### config.mk
export PLATFORM = sky130hd
export DESIGN_NAME = vehicle_switch_input_qualifier
export DESIGN_NICKNAME = d
export VERILOG_FILES = /design/src/rtl/vsiq_pkg.sv /design/src/rtl/vehicle_switch_input_qualifier.sv /design/src/rtl/vsiq_acc.sv /design/src/rtl/vsiq_lamp.sv
export SDC_FILE = /design/constraint.sdc
export NUM_CORES = 1
export LEC_CHECK = 0
export BUFFER_PORTS_ARGS = -buffer_cell sky130_fd_sc_hd__buf_2
export CAP_MARGIN = 20
export CORE_MARGIN = 1
export CORE_UTILIZATION = 50
export DETAILED_ROUTE_END_ITERATION = 6
export PLACE_DENSITY_LB_ADDON = 0.12
export SLEW_MARGIN = 25
export SYNTH_ARGS = -nofsm -noshare
export SYNTH_HDL_FRONTEND = slang
export SYNTH_SLANG_ARGS = --single-unit
### constraint.sdc
create_clock -name clk -period 3.2 [get_ports clk]
set_input_delay 0.96 -clock clk [delete_from_list [all_inputs] [get_ports clk]]
set_output_delay 0.96 -clock clk [all_outputs]
set_load 0.02 [all_outputs]
### src/rtl/vsiq_pkg.sv
// Shared types and constants for the vehicle switch input qualifier.
`timescale 1ns / 1ps
`default_nettype none

package vsiq_pkg;

  // Configuration register indexes
  localparam logic [1:0] CFG_INIT_WINDOW = 2'd0;
  localparam logic [1:0] CFG_ACC_ON      = 2'd1;
  localparam logic [1:0] CFG_ACC_OFF     = 2'd2;
  localparam logic [1:0] CFG_LEARN_LIMIT = 2'd3;

  localparam int unsigned CFG_INDEX_W = 2;
  localparam int unsigned CFG_DATA_W  = 16;

  // Register reset values
  localparam logic [15:0] INIT_WINDOW_RST = 16'd3000;
  localparam logic [7:0]  ACC_ON_RST      = 8'd10;
  localparam logic [7:0]  ACC_OFF_RST     = 8'd20;
  localparam logic [2:0]  LEARN_LIMIT_RST = 3'd3;

  // Ignition state reset value and cycle count ceiling
  localparam logic [7:0] ACC_LOW_RST   = 8'd20;
  localparam logic [2:0] CYCLE_MAX     = 3'd7;

  // Left turn debounce constants
  localparam logic [3:0] LEFT_ON_THRESH = 4'd4;
  localparam logic [3:0] LEFT_ON_HOLD   = 4'd9;
  localparam logic [2:0] LEFT_OFF_LATCH = 3'd4;
  localparam logic [2:0] LEFT_OFF_PLAIN = 3'd1;

  // Headlamp-dependent display settings
  localparam logic [3:0] LED_HEAD_ON   = 4'd5;
  localparam logic [3:0] LED_HEAD_OFF  = 4'd12;
  localparam logic [9:0] LOGO_HEAD_ON  = 10'd300;
  localparam logic [9:0] LOGO_HEAD_OFF = 10'd1000;
  localparam logic [9:0] LOGO_RST      = 10'd0;

  typedef struct packed {
    logic acc_level;
    logic left_turn_level;
    logic right_turn_level;
    logic side_lamp_level;
    logic head_lamp_level;
    logic run_active;
    logic link_ready;
  } in_item_t;

  typedef struct packed {
    logic       started;
    logic       learn_pulse;
    logic       learn_flag;
    logic       write_cancel;
    logic       left_lamp;
    logic       right_lamp;
    logic       side_lamp;
    logic       head_lamp;
    logic [3:0] display_level;
    logic [9:0] logo_value;
  } out_item_t;

  typedef struct packed {
    logic [15:0] init_window_ticks;
    logic [7:0]  acc_on_ticks;
    logic [7:0]  acc_off_ticks;
    logic [2:0]  learn_cycle_limit;
  } cfg_t;

  typedef struct packed {
    logic started;
    logic learn_pulse;
    logic learn_flag;
    logic write_cancel;
  } acc_stat_t;

  typedef struct packed {
    logic       left_lamp;
    logic       right_lamp;
    logic       side_lamp;
    logic       head_lamp;
    logic [3:0] display_level;
    logic [9:0] logo_value;
  } lamp_stat_t;

endpackage

`default_nettype wire

### src/rtl/vehicle_switch_input_qualifier.sv
// A tick accepted into the input register moves on to the result register when the
// result register is free; otherwise it waits in the input register.
// Throughput: one tick per cycle while the output is not stalled; each register holds one beat.
// Reset (rst, synchronous, active high) empties both registers, resets all debounce state
// and loads the configuration defaults; the start-up window restarts from its length.
`timescale 1ns / 1ps
`default_nettype none

module vehicle_switch_input_qualifier (
  input  wire logic                                  clk,
  input  wire logic                                  rst,
  input  wire logic                                  in_valid,
  output logic                                       in_stall,
  input  wire vsiq_pkg::in_item_t                    in_data,
  output logic                                       out_valid,
  input  wire logic                                  out_stall,
  output vsiq_pkg::out_item_t                        out_data,
  input  wire logic                                  cfg_we,
  input  wire logic [vsiq_pkg::CFG_INDEX_W-1:0]      cfg_index,
  input  wire logic [vsiq_pkg::CFG_DATA_W-1:0]       cfg_data
);

  vsiq_pkg::cfg_t       cfg;
  vsiq_pkg::in_item_t   in_hold;
  logic                 in_hold_valid;
  logic                 advance;
  logic                 timer_load;
  logic                 started_flag;
  vsiq_pkg::acc_stat_t  acc_stat;
  vsiq_pkg::lamp_stat_t lamp_stat;

  assign advance    = in_hold_valid && (!out_valid || !out_stall);
  assign in_stall   = in_hold_valid && !advance;
  assign timer_load = cfg_we && (cfg_index == vsiq_pkg::CFG_INIT_WINDOW);

  always_ff @(posedge clk) begin
    if (rst) begin
      cfg.init_window_ticks <= vsiq_pkg::INIT_WINDOW_RST;
      cfg.acc_on_ticks      <= vsiq_pkg::ACC_ON_RST;
      cfg.acc_off_ticks     <= vsiq_pkg::ACC_OFF_RST;
      cfg.learn_cycle_limit <= vsiq_pkg::LEARN_LIMIT_RST;
    end else if (cfg_we) begin
      unique case (cfg_index)
        vsiq_pkg::CFG_INIT_WINDOW: cfg.init_window_ticks <= cfg_data;
        vsiq_pkg::CFG_ACC_ON:      cfg.acc_on_ticks      <= cfg_data[7:0];
        vsiq_pkg::CFG_ACC_OFF:     cfg.acc_off_ticks     <= cfg_data[7:0];
        vsiq_pkg::CFG_LEARN_LIMIT: cfg.learn_cycle_limit <= cfg_data[2:0];
      endcase
    end
  end

  // Input register
  always_ff @(posedge clk) begin
    if (rst) begin
      in_hold_valid <= 1'b0;
    end else if (in_valid && !in_stall) begin
      in_hold_valid <= 1'b1;
    end else if (advance) begin
      in_hold_valid <= 1'b0;
    end
  end

  always_ff @(posedge clk) begin
    if (in_valid && !in_stall) begin
      in_hold <= in_data;
    end
  end

  vsiq_acc u_acc (
    .clk              (clk),
    .rst              (rst),
    .step             (advance),
    .acc_level        (in_hold.acc_level),
    .cfg              (cfg),
    .timer_load       (timer_load),
    .timer_load_value (cfg_data),
    .started_flag     (started_flag),
    .stat_next        (acc_stat)
  );

  vsiq_lamp u_lamp (
    .clk          (clk),
    .rst          (rst),
    .step         (advance),
    .item         (in_hold),
    .started_flag (started_flag),
    .stat_next    (lamp_stat)
  );

  // Result register
  always_ff @(posedge clk) begin
    if (rst) begin
      out_valid <= 1'b0;
    end else if (advance) begin
      out_valid <= 1'b1;
    end else if (out_valid && !out_stall) begin
      out_valid <= 1'b0;
    end
  end

  always_ff @(posedge clk) begin
    if (advance) begin
      out_data.started       <= acc_stat.started;
      out_data.learn_pulse   <= acc_stat.learn_pulse;
      out_data.learn_flag    <= acc_stat.learn_flag;
      out_data.write_cancel  <= acc_stat.write_cancel;
      out_data.left_lamp     <= lamp_stat.left_lamp;
      out_data.right_lamp    <= lamp_stat.right_lamp;
      out_data.side_lamp     <= lamp_stat.side_lamp;
      out_data.head_lamp     <= lamp_stat.head_lamp;
      out_data.display_level <= lamp_stat.display_level;
      out_data.logo_value    <= lamp_stat.logo_value;
    end
  end

endmodule

`default_nettype wire

### src/rtl/vsiq_acc.sv
// Ignition debounce, started flag, cycle count and learn-mode request.
`timescale 1ns / 1ps
`default_nettype none

module vsiq_acc (
  input  wire logic               clk,
  input  wire logic               rst,
  input  wire logic               step,
  input  wire logic               acc_level,
  input  wire vsiq_pkg::cfg_t     cfg,
  input  wire logic               timer_load,
  input  wire logic [15:0]        timer_load_value,
  output logic                    started_flag,
  output vsiq_pkg::acc_stat_t     stat_next
);

  logic [15:0] init_timer;
  logic [7:0]  acc_low_count;
  logic [7:0]  acc_high_count;
  logic        started_by_acc;
  logic [2:0]  acc_cycle_count;
  logic        learn_active;

  logic [15:0] init_timer_next;
  logic [7:0]  acc_low_count_next;
  logic [7:0]  acc_high_count_next;
  logic        started_flag_next;
  logic        started_by_acc_next;
  logic [2:0]  acc_cycle_count_next;
  logic        learn_active_next;
  logic        pulse;
  logic        cancel;
  logic [7:0]  high_inc;
  logic [8:0]  low_inc;

  always_comb begin
    init_timer_next      = (init_timer != 16'd0) ? init_timer - 16'd1 : init_timer;
    acc_low_count_next   = acc_low_count;
    acc_high_count_next  = acc_high_count;
    started_flag_next    = started_flag;
    started_by_acc_next  = started_by_acc;
    acc_cycle_count_next = acc_cycle_count;
    learn_active_next    = learn_active;
    pulse                = 1'b0;
    cancel               = 1'b0;
    high_inc             = acc_high_count + 8'd1;
    low_inc              = {1'b0, acc_low_count} + 9'd1;

    if (acc_level) begin
      acc_low_count_next = 8'd0;
      if (acc_high_count < cfg.acc_on_ticks) begin
        acc_high_count_next = high_inc;
        if (high_inc == cfg.acc_on_ticks) begin
          if (!started_flag) begin
            started_flag_next   = 1'b1;
            started_by_acc_next = 1'b1;
          end
          // Too many ignition cycles: clear the count, request learn in the window
          if (acc_cycle_count > cfg.learn_cycle_limit) begin
            acc_cycle_count_next = 3'd0;
            if (init_timer_next != 16'd0) begin
              pulse             = 1'b1;
              learn_active_next = 1'b1;
            end
          end
        end
      end
    end else begin
      if (low_inc > {1'b0, cfg.acc_off_ticks}) begin
        learn_active_next   = 1'b0;
        cancel              = 1'b1;
        acc_low_count_next  = 8'd0;
        acc_high_count_next = 8'd0;
        started_flag_next   = 1'b0;
        if (started_by_acc) begin
          if (acc_cycle_count != vsiq_pkg::CYCLE_MAX) begin
            acc_cycle_count_next = acc_cycle_count + 3'd1;
          end
          started_by_acc_next = 1'b0;
        end
      end else begin
        acc_low_count_next = low_inc[7:0];
      end
    end

    stat_next.started      = started_flag_next;
    stat_next.learn_pulse  = pulse;
    stat_next.learn_flag   = learn_active_next;
    stat_next.write_cancel = cancel;
  end

  always_ff @(posedge clk) begin
    if (rst) begin
      init_timer      <= vsiq_pkg::INIT_WINDOW_RST;
      acc_low_count   <= vsiq_pkg::ACC_LOW_RST;
      acc_high_count  <= 8'd0;
      started_flag    <= 1'b0;
      started_by_acc  <= 1'b0;
      acc_cycle_count <= 3'd0;
      learn_active    <= 1'b0;
    end else if (timer_load) begin
      init_timer <= timer_load_value;
    end else if (step) begin
      init_timer      <= init_timer_next;
      acc_low_count   <= acc_low_count_next;
      acc_high_count  <= acc_high_count_next;
      started_flag    <= started_flag_next;
      started_by_acc  <= started_by_acc_next;
      acc_cycle_count <= acc_cycle_count_next;
      learn_active    <= learn_active_next;
    end
  end

endmodule

`default_nettype wire

### src/rtl/vsiq_lamp.sv
// Turn, side and headlamp switch debounce with lamp and display drive.
`timescale 1ns / 1ps
`default_nettype none

module vsiq_lamp (
  input  wire logic                clk,
  input  wire logic                rst,
  input  wire logic                step,
  input  wire vsiq_pkg::in_item_t  item,
  input  wire logic                started_flag,
  output vsiq_pkg::lamp_stat_t     stat_next
);

  logic [1:0] right_act, right_idle;
  logic [1:0] side_act, side_idle;
  logic [1:0] head_act, head_idle;
  logic [3:0] left_on_count;
  logic [2:0] left_off_count;
  logic       left_latched;
  logic       left_lamp, right_lamp, side_lamp, head_lamp;
  logic [3:0] brightness;
  logic [9:0] logo_setting;

  logic [1:0] right_act_next, right_idle_next;
  logic [1:0] side_act_next, side_idle_next;
  logic [1:0] head_act_next, head_idle_next;
  logic [3:0] left_on_count_next;
  logic [2:0] left_off_count_next;
  logic       left_latched_next;
  logic       left_lamp_next, right_lamp_next, side_lamp_next, head_lamp_next;
  logic [3:0] brightness_next;
  logic [9:0] logo_setting_next;
  logic [3:0] left_on_inc;
  logic [2:0] left_off_inc;
  logic [2:0] left_limit;

  // Saturating 0..3 step
  function automatic logic [1:0] sat3(input logic [1:0] c);
    sat3 = (c >= 2'd2) ? 2'd3 : c + 2'd1;
  endfunction

  always_comb begin
    right_act_next      = right_act;
    right_idle_next     = right_idle;
    side_act_next       = side_act;
    side_idle_next      = side_idle;
    head_act_next       = head_act;
    head_idle_next      = head_idle;
    left_on_count_next  = left_on_count;
    left_off_count_next = left_off_count;
    left_latched_next   = left_latched;
    left_lamp_next      = left_lamp;
    right_lamp_next     = right_lamp;
    side_lamp_next      = side_lamp;
    head_lamp_next      = head_lamp;
    brightness_next     = brightness;
    logo_setting_next   = logo_setting;
    left_on_inc         = left_on_count + 4'd1;
    left_off_inc        = left_off_count + 3'd1;
    left_limit          = left_latched ? vsiq_pkg::LEFT_OFF_LATCH : vsiq_pkg::LEFT_OFF_PLAIN;

    // Freeze the right turn, side and headlamp state while the link is not ready
    if (item.link_ready) begin
      if (!started_flag || !item.run_active) begin
        right_act_next = 2'd0;
        side_idle_next = 2'd0;
        head_idle_next = 2'd0;
      end else begin
        if (!item.right_turn_level) begin
          right_idle_next = 2'd0;
          if (right_act < 2'd2) begin
            right_act_next = right_act + 2'd1;
            if (right_act == 2'd1) begin
              right_lamp_next = 1'b1;
            end
          end
        end else begin
          if (right_idle >= 2'd1) begin
            right_idle_next = 2'd0;
            right_act_next  = 2'd0;
            right_lamp_next = 1'b0;
          end else begin
            right_idle_next = right_idle + 2'd1;
          end
        end

        if (!item.side_lamp_level) begin
          side_idle_next = 2'd0;
          side_act_next  = sat3(side_act);
          if (side_act >= 2'd2) begin
            side_lamp_next = 1'b1;
          end
        end else begin
          side_act_next  = 2'd0;
          side_idle_next = sat3(side_idle);
          if (side_idle >= 2'd2) begin
            side_lamp_next = 1'b0;
          end
        end

        if (!item.head_lamp_level) begin
          head_idle_next = 2'd0;
          head_act_next  = sat3(head_act);
          if (head_act >= 2'd2) begin
            head_lamp_next    = 1'b1;
            brightness_next   = vsiq_pkg::LED_HEAD_ON;
            logo_setting_next = vsiq_pkg::LOGO_HEAD_ON;
          end
        end else begin
          head_act_next  = 2'd0;
          head_idle_next = sat3(head_idle);
          if (head_idle >= 2'd2) begin
            head_lamp_next    = 1'b0;
            brightness_next   = vsiq_pkg::LED_HEAD_OFF;
            logo_setting_next = vsiq_pkg::LOGO_HEAD_OFF;
          end
        end
      end
    end

    if (item.run_active) begin
      if (!item.left_turn_level) begin
        left_off_count_next = 3'd0;
        if (left_on_inc > vsiq_pkg::LEFT_ON_THRESH) begin
          left_on_count_next = vsiq_pkg::LEFT_ON_HOLD;
          left_latched_next  = 1'b1;
          left_lamp_next     = 1'b1;
        end else begin
          left_on_count_next = left_on_inc;
        end
      end else begin
        // A latched lamp uses the longer release limit only on the first release tick, as the latch clears then
        left_on_count_next = 4'd0;
        left_latched_next  = 1'b0;
        if (left_off_inc > left_limit) begin
          left_off_count_next = left_limit + 3'd1;
          left_lamp_next      = 1'b0;
        end else begin
          left_off_count_next = left_off_inc;
        end
      end
    end

    stat_next.left_lamp     = left_lamp_next;
    stat_next.right_lamp    = right_lamp_next;
    stat_next.side_lamp     = side_lamp_next;
    stat_next.head_lamp     = head_lamp_next;
    stat_next.display_level = brightness_next;
    stat_next.logo_value    = logo_setting_next;
  end

  always_ff @(posedge clk) begin
    if (rst) begin
      right_act      <= 2'd0;
      right_idle     <= 2'd0;
      side_act       <= 2'd0;
      side_idle      <= 2'd0;
      head_act       <= 2'd0;
      head_idle      <= 2'd0;
      left_on_count  <= 4'd0;
      left_off_count <= 3'd0;
      left_latched   <= 1'b0;
      left_lamp      <= 1'b0;
      right_lamp     <= 1'b0;
      side_lamp      <= 1'b0;
      head_lamp      <= 1'b0;
      brightness     <= vsiq_pkg::LED_HEAD_OFF;
      logo_setting   <= vsiq_pkg::LOGO_RST;
    end else if (step) begin
      right_act      <= right_act_next;
      right_idle     <= right_idle_next;
      side_act       <= side_act_next;
      side_idle      <= side_idle_next;
      head_act       <= head_act_next;
      head_idle      <= head_idle_next;
      left_on_count  <= left_on_count_next;
      left_off_count <= left_off_count_next;
      left_latched   <= left_latched_next;
      left_lamp      <= left_lamp_next;
      right_lamp     <= right_lamp_next;
      side_lamp      <= side_lamp_next;
      head_lamp      <= head_lamp_next;
      brightness     <= brightness_next;
      logo_setting   <= logo_setting_next;
    end
  end

endmodule

`default_nettype wire

Word-level counts from Yosys, hierarchy flattened:

Cells that the tools add are included.

* memory bits (read-only): 0
* latch bits: 0
* memories: 0
* output and inout bits: 24
* register bits: 126
* memory bits (writable): 0

* multiply operators: 0
* $lt $le $gt $ge: 11
* bitwise logic cells: 2
* shift operators: 0
* multiplexer cells: 89
* divide/modulo/power cells: 0
* add/sub/neg operators: 13
* eq/ne operators: 11
* reductions and logical operators: 37

Operator list (count)
* 10-bit 2-to-1 mux: 5
* 16-bit 2-to-1 mux: 3
* 1-bit 2-to-1 mux: 43
* 8-bit 2-to-1 mux: 5
* 2-bit 2-to-1 mux: 16
* 16-bit nonzero test: 2
* 3-bit 2-to-1 mux: 10
* 4-bit 2-to-1 mux: 7
* 16-bit by 1-bit subtractor with 16-bit output (second input constant): 1
* 2-bit nonzero test: 7
* 2-bit by 1-bit adder with 2-bit output (second input constant): 6
* 2-bit AND reduction: 6
* 4-bit AND reduction: 3
* 3-bit by 1-bit adder with 3-bit output (second input constant): 3
* 8-bit by 1-bit adder with 9-bit output (second input constant): 1
* 9-bit by 8-bit > comparator with 1-bit output: 1
* 8-bit by 1-bit adder with 8-bit output (second input constant): 1
* 8-bit equality test: 1
* 2-bit greater-or-equal comparator (second input constant): 4
* 8-bit less-than comparator: 1
* 8-bit AND reduction: 1
* 3-bit > comparator: 2
* 1-bit logical NOT: 6
* 2-bit by 1-bit inequality test with 1-bit output (second input constant): 3
* 16 further kinds: 25

Longest topological paths before layout:

Gate-level depths: netlist (run 1).

* depth in word-level cells: 8
* depth in mapped cells: 12

Hierarchy:

Synthesis (run 1) repeated with hierarchy kept, for this count alone.

* cells, all modules: 772
* area, all modules: 7154.4 µm²

Modules (own cells, without submodules)
* vsiq_acc: instances 1, area each 2864.0 µm², seq. area each 760.7 µm², cells each 361
* vehicle_switch_input_qualifier: instances 1, area each 2426.1 µm², seq. area each 1611.5 µm², cells each 185
* vsiq_lamp: instances 1, area each 1864.3 µm², seq. area each 760.7 µm², cells each 226

Least setup slack after synthesis (run 1):

Ideal clock, no wire load.

* path kind: input to register
* start: input port out_stall
* end: register u_lamp.head_lamp
* cell stages on the path: 8
* library setup time: 0.128 ns
* path buffers: 2
* data arrival time: 2.878 ns
* slack: 0.194 ns
* path through: nand2_1 > nand2_1 > clkinv_1 > clkbuf_1 > clkbuf_1 > nand2_1 > a21boi_0 > nor2_1

* longest elaborated chain between the ends: 3

Ends and longest elaborated chain
* start: declaration: RTL line vehicle_switch_input_qualifier.sv:16 `input wire logic out_stall,`
* 1-bit logical NOT: RTL line vehicle_switch_input_qualifier.sv:32 `assign advance = in_hold_valid && (!out_valid || !out_stall);`
* 1-bit logical OR: RTL line vehicle_switch_input_qualifier.sv:32
* 1-bit logical AND: RTL line vehicle_switch_input_qualifier.sv:32
* net advance: RTL line vehicle_switch_input_qualifier.sv:26 `logic advance;`
* end signal: assignment: RTL line vsiq_lamp.sv:182 `head_lamp <= head_lamp_next;`
* end: declaration: RTL line vsiq_lamp.sv:20 `logic left_lamp, right_lamp, side_lamp, head_lamp;`

The timed path passes the listed nets, and every way through them passes these cells.
A chain may end at the register's enable or synchronous reset.

Worst setup path after layout (run 1):

* start: register u_acc.acc_low_count[0]
* end: register u_acc.acc_high_count[3]

* longest elaborated chain between the ends: 4

Ends and longest elaborated chain
* start: declaration: RTL line vsiq_acc.sv:18 `logic [7:0] acc_low_count;`
* start signal: assignment: RTL line vsiq_acc.sv:95 `acc_low_count <= vsiq_pkg::ACC_LOW_RST;`
* start signal: assignment: RTL line vsiq_acc.sv:105 `acc_low_count <= acc_low_count_next;`
* 8-bit by 1-bit adder with 9-bit output: RTL line vsiq_acc.sv:47 `low_inc = {1'b0, acc_low_count} + 9'd1;`
* 9-bit by 8-bit > comparator with 1-bit output: RTL line vsiq_acc.sv:69 `if (low_inc > {1'b0, cfg.acc_off_ticks}) begin`
* 2-bit nonzero test (no line)
* 4-bit AND reduction (no line)
* end signal: assignment: RTL line vsiq_acc.sv:106 `acc_high_count <= acc_high_count_next;`
* end: declaration: RTL line vsiq_acc.sv:19 `logic [7:0] acc_high_count;`

No other way between the ends.

==> results.py, run 1 <==
metrics = {
    "detailed_routing": {
        "via_count": 5436,
        "wl_per_cell_um": 15.5,
        "postRouteAntennaNets": 0,
        "drt-initial-drc-count": 533,
        "drt-total-wl_um": 14900,
        "first_pass_iters": 5,
        "drc": 0,
        "viasPerCell": 5.66,
    },
    "cts": {
        "cts_root_buf": "clkbuf_16",
        "clk_latency_ns": 0.42,
        "cts_tree": "done",
        "clockBufferDepth": 2,
        "cts_inserted_buffers": 17,
        "numClockSinks": 126,
        "clk_pin_slew_ns": 0.06,
        "cts.htree.levels": 4,
        "post-cts-setup-buffers": 0,
    },
    "timing": {
        "maxSlewViolCount": 0,
        "final_hold_viol_count": 0,
        "timing.slew.headroom_pct": 51.9,
        "worst_slew_pin_slew_ns": 0.703,
        "fin_crit_sh_pct": 92.3,
        "final-setup-viol-count": 0,
        "fin_worst_skew_ns": 0.00559,
        "rsz0062_at_grt": "false",
        "max_clock_freq_ghz": 0.338,
        "fin_tns_setup_ns": 0,
        "fin_crit_ns": 2.95,
    },
    "synth": {
        "synthDistinctLibCells": 75,
        "ys_warn_count": 0,
        "synth.most_common_cell": "dfxtp_1",
        "synth_seq_cells": 126,
        "synth_area_sq_um": 6470,
        "async_reset_ff_share_pct": 0,
        "syn_avg_cell_area_sq_um": 9.00,
        "ys_seq_area_share_pct": 43.5,
        "synth_area_leaders": "dfxtp_1 30%, edfxtp_1 13%, ha_1 6.2%, nand2_1 4.5%, nor2_1 4.2%",
        "yosysTopAreaCell": "dfxtp_1",
        "yosys.area.top_type_share_pct": 30.0,
        "synth_edf_count": 29,
        "synth.net_count": 781,
        "synthCells": 719,
        "synth_ff_type": "dfxtp_1",
        "synth_top_cells_by_count": "97 x dfxtp_1, 78 x nand2_1, 73 x nor2_1",
    },
    "min_path": {
        "hp-start": "u_lamp.right_idle[1]",
        "worst_hold_path_type": "flip-flop to flip-flop",
        "hold_end": "u_lamp.right_idle[1]",
        "min_path_cells": 2,
    },
    "global_routing": {
        "grt_pass1_wl_um": 24800,
        "grt_overflow": 0,
        "grt_max_degree": 32,
        "grt_usage_pct": 24.0,
        "antenna_found_initial": 0,
        "grt_pass1_vias": 5208,
    },
    "critical_path": {
        "cp-start-kind": "flip-flop",
        "cp_top_family": "simple AND/OR/NAND/NOR gates",
        "max_stage_delay_ns": 0.41,
        "end_kind": "flip-flop",
        "timing.critical_path.fanout_max": 7,
        "rrSetupSlack_ns": 0.25,
        "critPathArrivalTime_ns": 3.28,
        "cp.required_ns": 3.52,
        "crit_chain": "ha_1, and3_1, nand3_2, xnor2_2, ha_1, and3_1, and4_1, o22ai_2, o21a_2, or3_2, o31ai_1",
        "cp.buffers_inverters": 0,
        "timing.rr.start": "u_acc.acc_low_count[0]",
        "reg2reg_to": "u_acc.acc_high_count[3]",
        "r2r_cells": 11,
        "crit_type": "flip-flop to flip-flop",
        "crit_slowest_cell": "or3_2",
    },
    "floorplan": {
        "core_sq_um": 12600,
        "die_h_um": 116,
        "start_util_pct": 51.3,
        "die_w_um": 116,
        "die_area_sq_um": 13400,
        "rows": 41,
        "num_io_pins": 54,
    },
    "placement": {
        "gp_congestion": 0.886,
        "numPortBuffers": 53,
        "dpl_cell_area_sq_um": 6940,
        "dp_hpwl_um": 10800,
    },
    "layout": {
        "area_delta_synth_final_pct": 16.8,
        "drive_above_1_share_pct": 17.6,
        "final_nets": 838,
        "nFillCells": 1135,
        "antenna_cells": 0,
        "final_cell_area_sq_um": 7560,
    },
    "power_and_ir_drop": {
        "ir_worst_vdd_uv": 396,
        "power.density_nw_per_um2": 518,
        "leakagePower_nw": 3.01,
    },
    "flow_run": {
        "drv_cap": 0,
    },
    "status": {
        "run_status": "complete, no violations",
    },
}
[layout make-up]
class | instances | area, sq um | area share, %
multi-input cells | 521 | 3410 | 45.0
flip-flops and latches | 126 | 2810 | 37.2
clock buffers | 19 | 453 | 5.99
repair buffers | 68 | 378 | 5.00
well taps | 172 | 215 | 2.85
inverters | 42 | 158 | 2.08
clock inverters | 13 | 139 | 1.84
[layer usage]
| metal | global-route usage [%] | vias up | part of all wire [%] |
|---|---|---|---|
| met5 | 0 | - | 0 |
| met3 | 6.54 | 18 | 4.6 |
| met2 | 39.2 | 134 | 47 |
| met1 | 30.5 | 2581 | 46 |
| met4 | 8.63 | 0 | 1.6 |
| li1 | - | 2703 | - |
[flip-flops by register name, summed over array words and instances, names as in the netlist, 2 cells and up]
register,flops
u_lamp.right_idle,2
u_lamp.brightness,4
u_acc.acc_low_count,8
u_lamp.head_idle,2
u_lamp.logo_setting,10
u_lamp.right_act,2
u_acc.acc_cycle_count,3
u_acc.init_timer,16
u_acc.acc_high_count,8
u_lamp.side_idle,2
u_lamp.left_off_count,3
u_lamp.side_act,2
in_hold,7
cfg,19
out_data,22
u_lamp.left_on_count,4
u_lamp.head_act,2
[kinds of logic (layout without fill, tap and decap cells)]
family                   after synthesis  after routing  share of synthesized area (%)
adder cells (fa/ha/maj)               32             32                           6.19
flip-flops                           126            126                           43.5
AND/OR/NAND/NOR                      280            280                           21.9
AO/OA/AOI/OAI                        170            170                           18.4
buffers and inverters                 72            142                           4.35
XOR/XNOR                              23             23                           3.11
multiplexers                          16             16                           2.63
[report_power, final]
group / switching (mW) / total, mW / leakage [nW] / internal, mW
Clock: 0.714 / 1.90 / 0.289 / 1.19
Combinational: 0.185 / 0.301 / 1.66 / 0.115
Sequential: 0.0457 / 1.72 / 1.06 / 1.67
Total: 0.945 / 3.92 / 3.01 / 2.97
[worst max path at each step]
stage,slack [ns],cells after the start,start,to
floorplan,0.19,8,out_stall,u_lamp.head_lamp
finish,0.25,11,u_acc.acc_low_count[0],u_acc.acc_high_count[3]
global placement,0.33,11,u_acc.acc_low_count[0],u_acc.acc_cycle_count[0]
global route,0.02,11,u_acc.acc_low_count[0],u_acc.acc_high_count[3]
detailed placement,0.21,11,u_acc.acc_low_count[0],u_acc.acc_low_count[6]
CTS,0.17,10,u_acc.acc_low_count[0],u_acc.acc_high_count[3]
[metrics by stage]
step	util, %	hold WS (ns)	power (mW)	setup WS, ns	instances
floorplan	-	0.407	1.94	0.194	719
global placement	55.0	0.422	2.04	0.326	929
detailed placement	55.0	0.426	2.05	0.214	929
CTS	59.7	0.453	3.95	0.166	961
global route	59.9	0.465	4.07	0.0195	961
finish	59.9	0.449	3.92	0.245	961
[worst register-to-register path: stages, from the launching register on]
cell and delay (ns):
dfxtp_2 0.36, ha_1 0.19, and3_1 0.25, nand3_2 0.17, xnor2_2 0.18, ha_1 0.29, and3_1 0.18, and4_1 0.22
o22ai_2 0.12, o21a_2 0.28, or3_2 0.41, o31ai_1 0.21
[placed cells by master (no fill, tap or decap), types with 6 or more instances in the layout]
cell | netlist | layout
nand4_1 | 6 | 6
buf_4 | 0 | 15
clkbuf_16 | 0 | 17
xnor2_1 | 15 | 14
a21oi_1 | 47 | 47
or2_2 | 9 | 9
buf_2 | 3 | 53
o211ai_1 | 10 | 10
and3_1 | 11 | 11
and2_1 | 7 | 7
a31oi_1 | 9 | 9
nor2_1 | 73 | 73
o21ai_0 | 24 | 24
nand3_1 | 23 | 22
edfxtp_1 | 29 | 29
inv_1 | 41 | 41
ha_1 | 32 | 32
nand2_1 | 78 | 78
mux2i_1 | 14 | 14
a22oi_1 | 6 | 6
a211oi_1 | 17 | 17
xor2_1 | 8 | 7
dfxtp_1 | 97 | 96
nor3_1 | 13 | 13
or3_1 | 7 | 7
nor2b_1 | 20 | 20
[repair_timing]
item / in CTS / in global routing
setup endpoints to repair: 0 / 7
gates resized for setup: 0 / 6
hold buffers: 0 / 0
Power figures use the tool's default switching activity.
==> inputs of run 2 (changes only) <==
- PLACE_DENSITY_LB_ADDON: 0.12 -> 0.3
==> run 2 against run 1 <==
Clock skew up 0.00081 ns. Utilization down 0.30 points. Wire length is 1.2% higher. Register-to-register slack worse by 0.05 ns. Setup slack lost 0.051 ns. Via count fell by 0.44%. Sequential share of layout area grew 0.17 points. Cell area is 0.50% lower. Final cell count down 0.21%. Die area did not move. Critical path type unchanged. Largest power group unchanged.
==> results.py, run 2 (synthesized netlist as in run 1, its figures left out) <==
metrics = {
    "status": {
        "run_status": "complete, no violations",
    },
    "timing": {
        "final_hold_viol_count": 0,
        "fin_ws_ns": 0.195,
        "worst_slew_pin_slew_ns": 0.871,
        "fin_crit_sh_pct": 93.9,
        "timing.slew.headroom_pct": 41.8,
        "max_clock_freq_ghz": 0.333,
        "fin_crit_ns": 3.01,
        "maxSlewViolCount": 0,
        "final-setup-viol-count": 0,
        "fin_worst_skew_ns": 0.00639,
    },
    "power_and_ir_drop": {
        "power.density_nw_per_um2": 514,
        "total_power_mw": 3.87,
        "leakagePower_nw": 2.98,
        "ir_worst_vdd_uv": 381,
    },
    "layout": {
        "final_util_pct": 59.6,
        "largest_reg_flops": 22,
        "final_cell_mix": "97 x dfxtp_1, 78 x nand2_1, 72 x nor2_1",
        "drive_above_1_share_pct": 16.6,
        "final_nets": 836,
        "largestRegisters": "out_data (22), cfg (19), u_acc.init_timer (16)",
        "area_delta_synth_final_pct": 16.3,
        "top_register": "out_data",
        "final_common_cell": "dfxtp_1",
        "antenna_cells": 0,
        "nFillCells": 1115,
    },
    "critical_path": {
        "timing.critical_path.fanout_max": 11,
        "timing.rr.start": "u_acc.acc_low_count[0]",
        "max_stage_delay_ns": 0.40,
        "rrSetupSlack_ns": 0.19,
        "cp.buffers_inverters": 1,
        "crit_slowest_cell": "dfxtp_1",
        "reg2reg_to": "u_acc.acc_low_count[3]",
        "crit_chain": "ha_1, and3_1, nand3_1, xnor2_1, ha_1, and3_1, and4_1, o22ai_2, nor4_1, buf_4, a211oi_1, a211oi_1",
        "cp-start-kind": "flip-flop",
        "cp_top_family": "simple AND/OR/NAND/NOR gates",
        "crit_type": "flip-flop to flip-flop",
        "critPathArrivalTime_ns": 3.32,
        "r2r_cells": 12,
        "end_kind": "flip-flop",
        "cp.required_ns": 3.51,
    },
    "floorplan": {
        "rows": 41,
        "num_io_pins": 54,
        "core_sq_um": 12600,
        "die_area_sq_um": 13400,
        "die_h_um": 116,
        "die_w_um": 116,
        "start_util_pct": 51.3,
    },
    "detailed_routing": {
        "drt-total-wl_um": 15100,
        "viasPerCell": 5.64,
        "top_layer_used": "met4",
        "drc": 0,
        "wl_met1_um": 6810,
        "drt-initial-drc-count": 313,
        "first_pass_iters": 5,
        "postRouteAntennaNets": 0,
        "via_count": 5412,
        "routed-wl-met2_um": 7260,
        "wl_per_cell_um": 15.7,
        "route.met3.wl_um": 615,
    },
    "cts": {
        "cts_tree": "done",
        "holdBufCountCts": 0,
        "cts.htree.levels": 4,
        "clockBufferDepth": 2,
        "clk_pin_slew_ns": 0.06,
        "numClockSinks": 126,
        "cts_root_buf": "clkbuf_16",
        "cts_inserted_buffers": 17,
        "clk_latency_ns": 0.42,
    },
    "placement": {
        "gp_congestion": 0.857,
        "dp_hpwl_um": 10800,
        "place_ws_ns": 0.202,
        "numPortBuffers": 53,
    },
    "global_routing": {
        "grt_pass1_wl_um": 25100,
        "grt_max_degree": 34,
        "antenna_found_initial": 0,
        "grt_pass1_vias": 5307,
        "grt_usage_pct": 24.3,
        "grt_overflow": 0,
    },
    "min_path": {
        "hp-start": "u_lamp.brightness[1]",
        "worst_hold_path_type": "flip-flop to flip-flop",
        "hold_end": "u_lamp.brightness[1]",
        "min_path_cells": 1,
    },
    "flow_run": {
        "drv_cap": 0,
    },
}
[run 2: worst reg2reg max path: stages (launching register included)]
cell	delay [ns]
dfxtp_1	0.40
ha_1	0.20
and3_1	0.21
nand3_1	0.19
xnor2_1	0.19
ha_1	0.29
and3_1	0.18
and4_1	0.22
o22ai_2	0.12
nor4_1	0.28
buf_4	0.23
a211oi_1	0.10
a211oi_1	0.29
[run 2: power breakdown]
group	internal [mW]	switching [mW]
combinational	0.114	0.182
sequential	1.67	0.0479
clock	1.14	0.718
[run 2: how the worst max path moves through the flow]
stage,end,slack (ns),cells after the start,startpoint
after floorplan,u_lamp.head_lamp,0.19,8,out_stall
after global placement,u_acc.acc_cycle_count[0],0.26,11,u_acc.acc_low_count[0]
after detailed placement,u_acc.acc_high_count[3],0.20,9,out_stall
after CTS,u_acc.acc_low_count[3],0.14,12,u_acc.acc_low_count[0]
after global routing,u_acc.acc_low_count[3],-0.0003,12,u_acc.acc_low_count[0]
final,u_acc.acc_low_count[3],0.19,12,u_acc.acc_low_count[0]
[run 2: routing by layer]
layer	up-vias	global-route usage (%)
met2	140	41.0
met4	0	9.57
met3	26	6.85
met5	-	0
met1	2545	29.4
li1	2701	-
[run 2: per-stage QoR]
stage	hold slack (ns)	instance area (sq um)	setup TNS (ns)	cells
6_report	0.450	7520	0	959
5_1_grt	0.483	7520	-0.000308	959
4_1_cts	0.457	7520	0	959
3_5_place_dp	0.441	6940	0	927
3_3_place_gp	0.419	6940	0	927
2_1_floorplan	0.407	6470	0	719
[run 2: cell type report]
cell class	count	area [sq um]	share of cell area, %
Multi-Input combinational cell	521	3390	45.0
Sequential cell	126	2810	37.4
Clock buffer	21	470	6.25
Timing Repair Buffer	66	375	4.99
Tap cell	172	215	2.86
Inverter	42	158	2.10
Clock inverter	11	106	1.41
[run 2: timing repair]
action,4_1_cts,5_1_grt
setup buffers,0,0
gates resized for setup,0,2
endpoints found under the setup margin,0,7
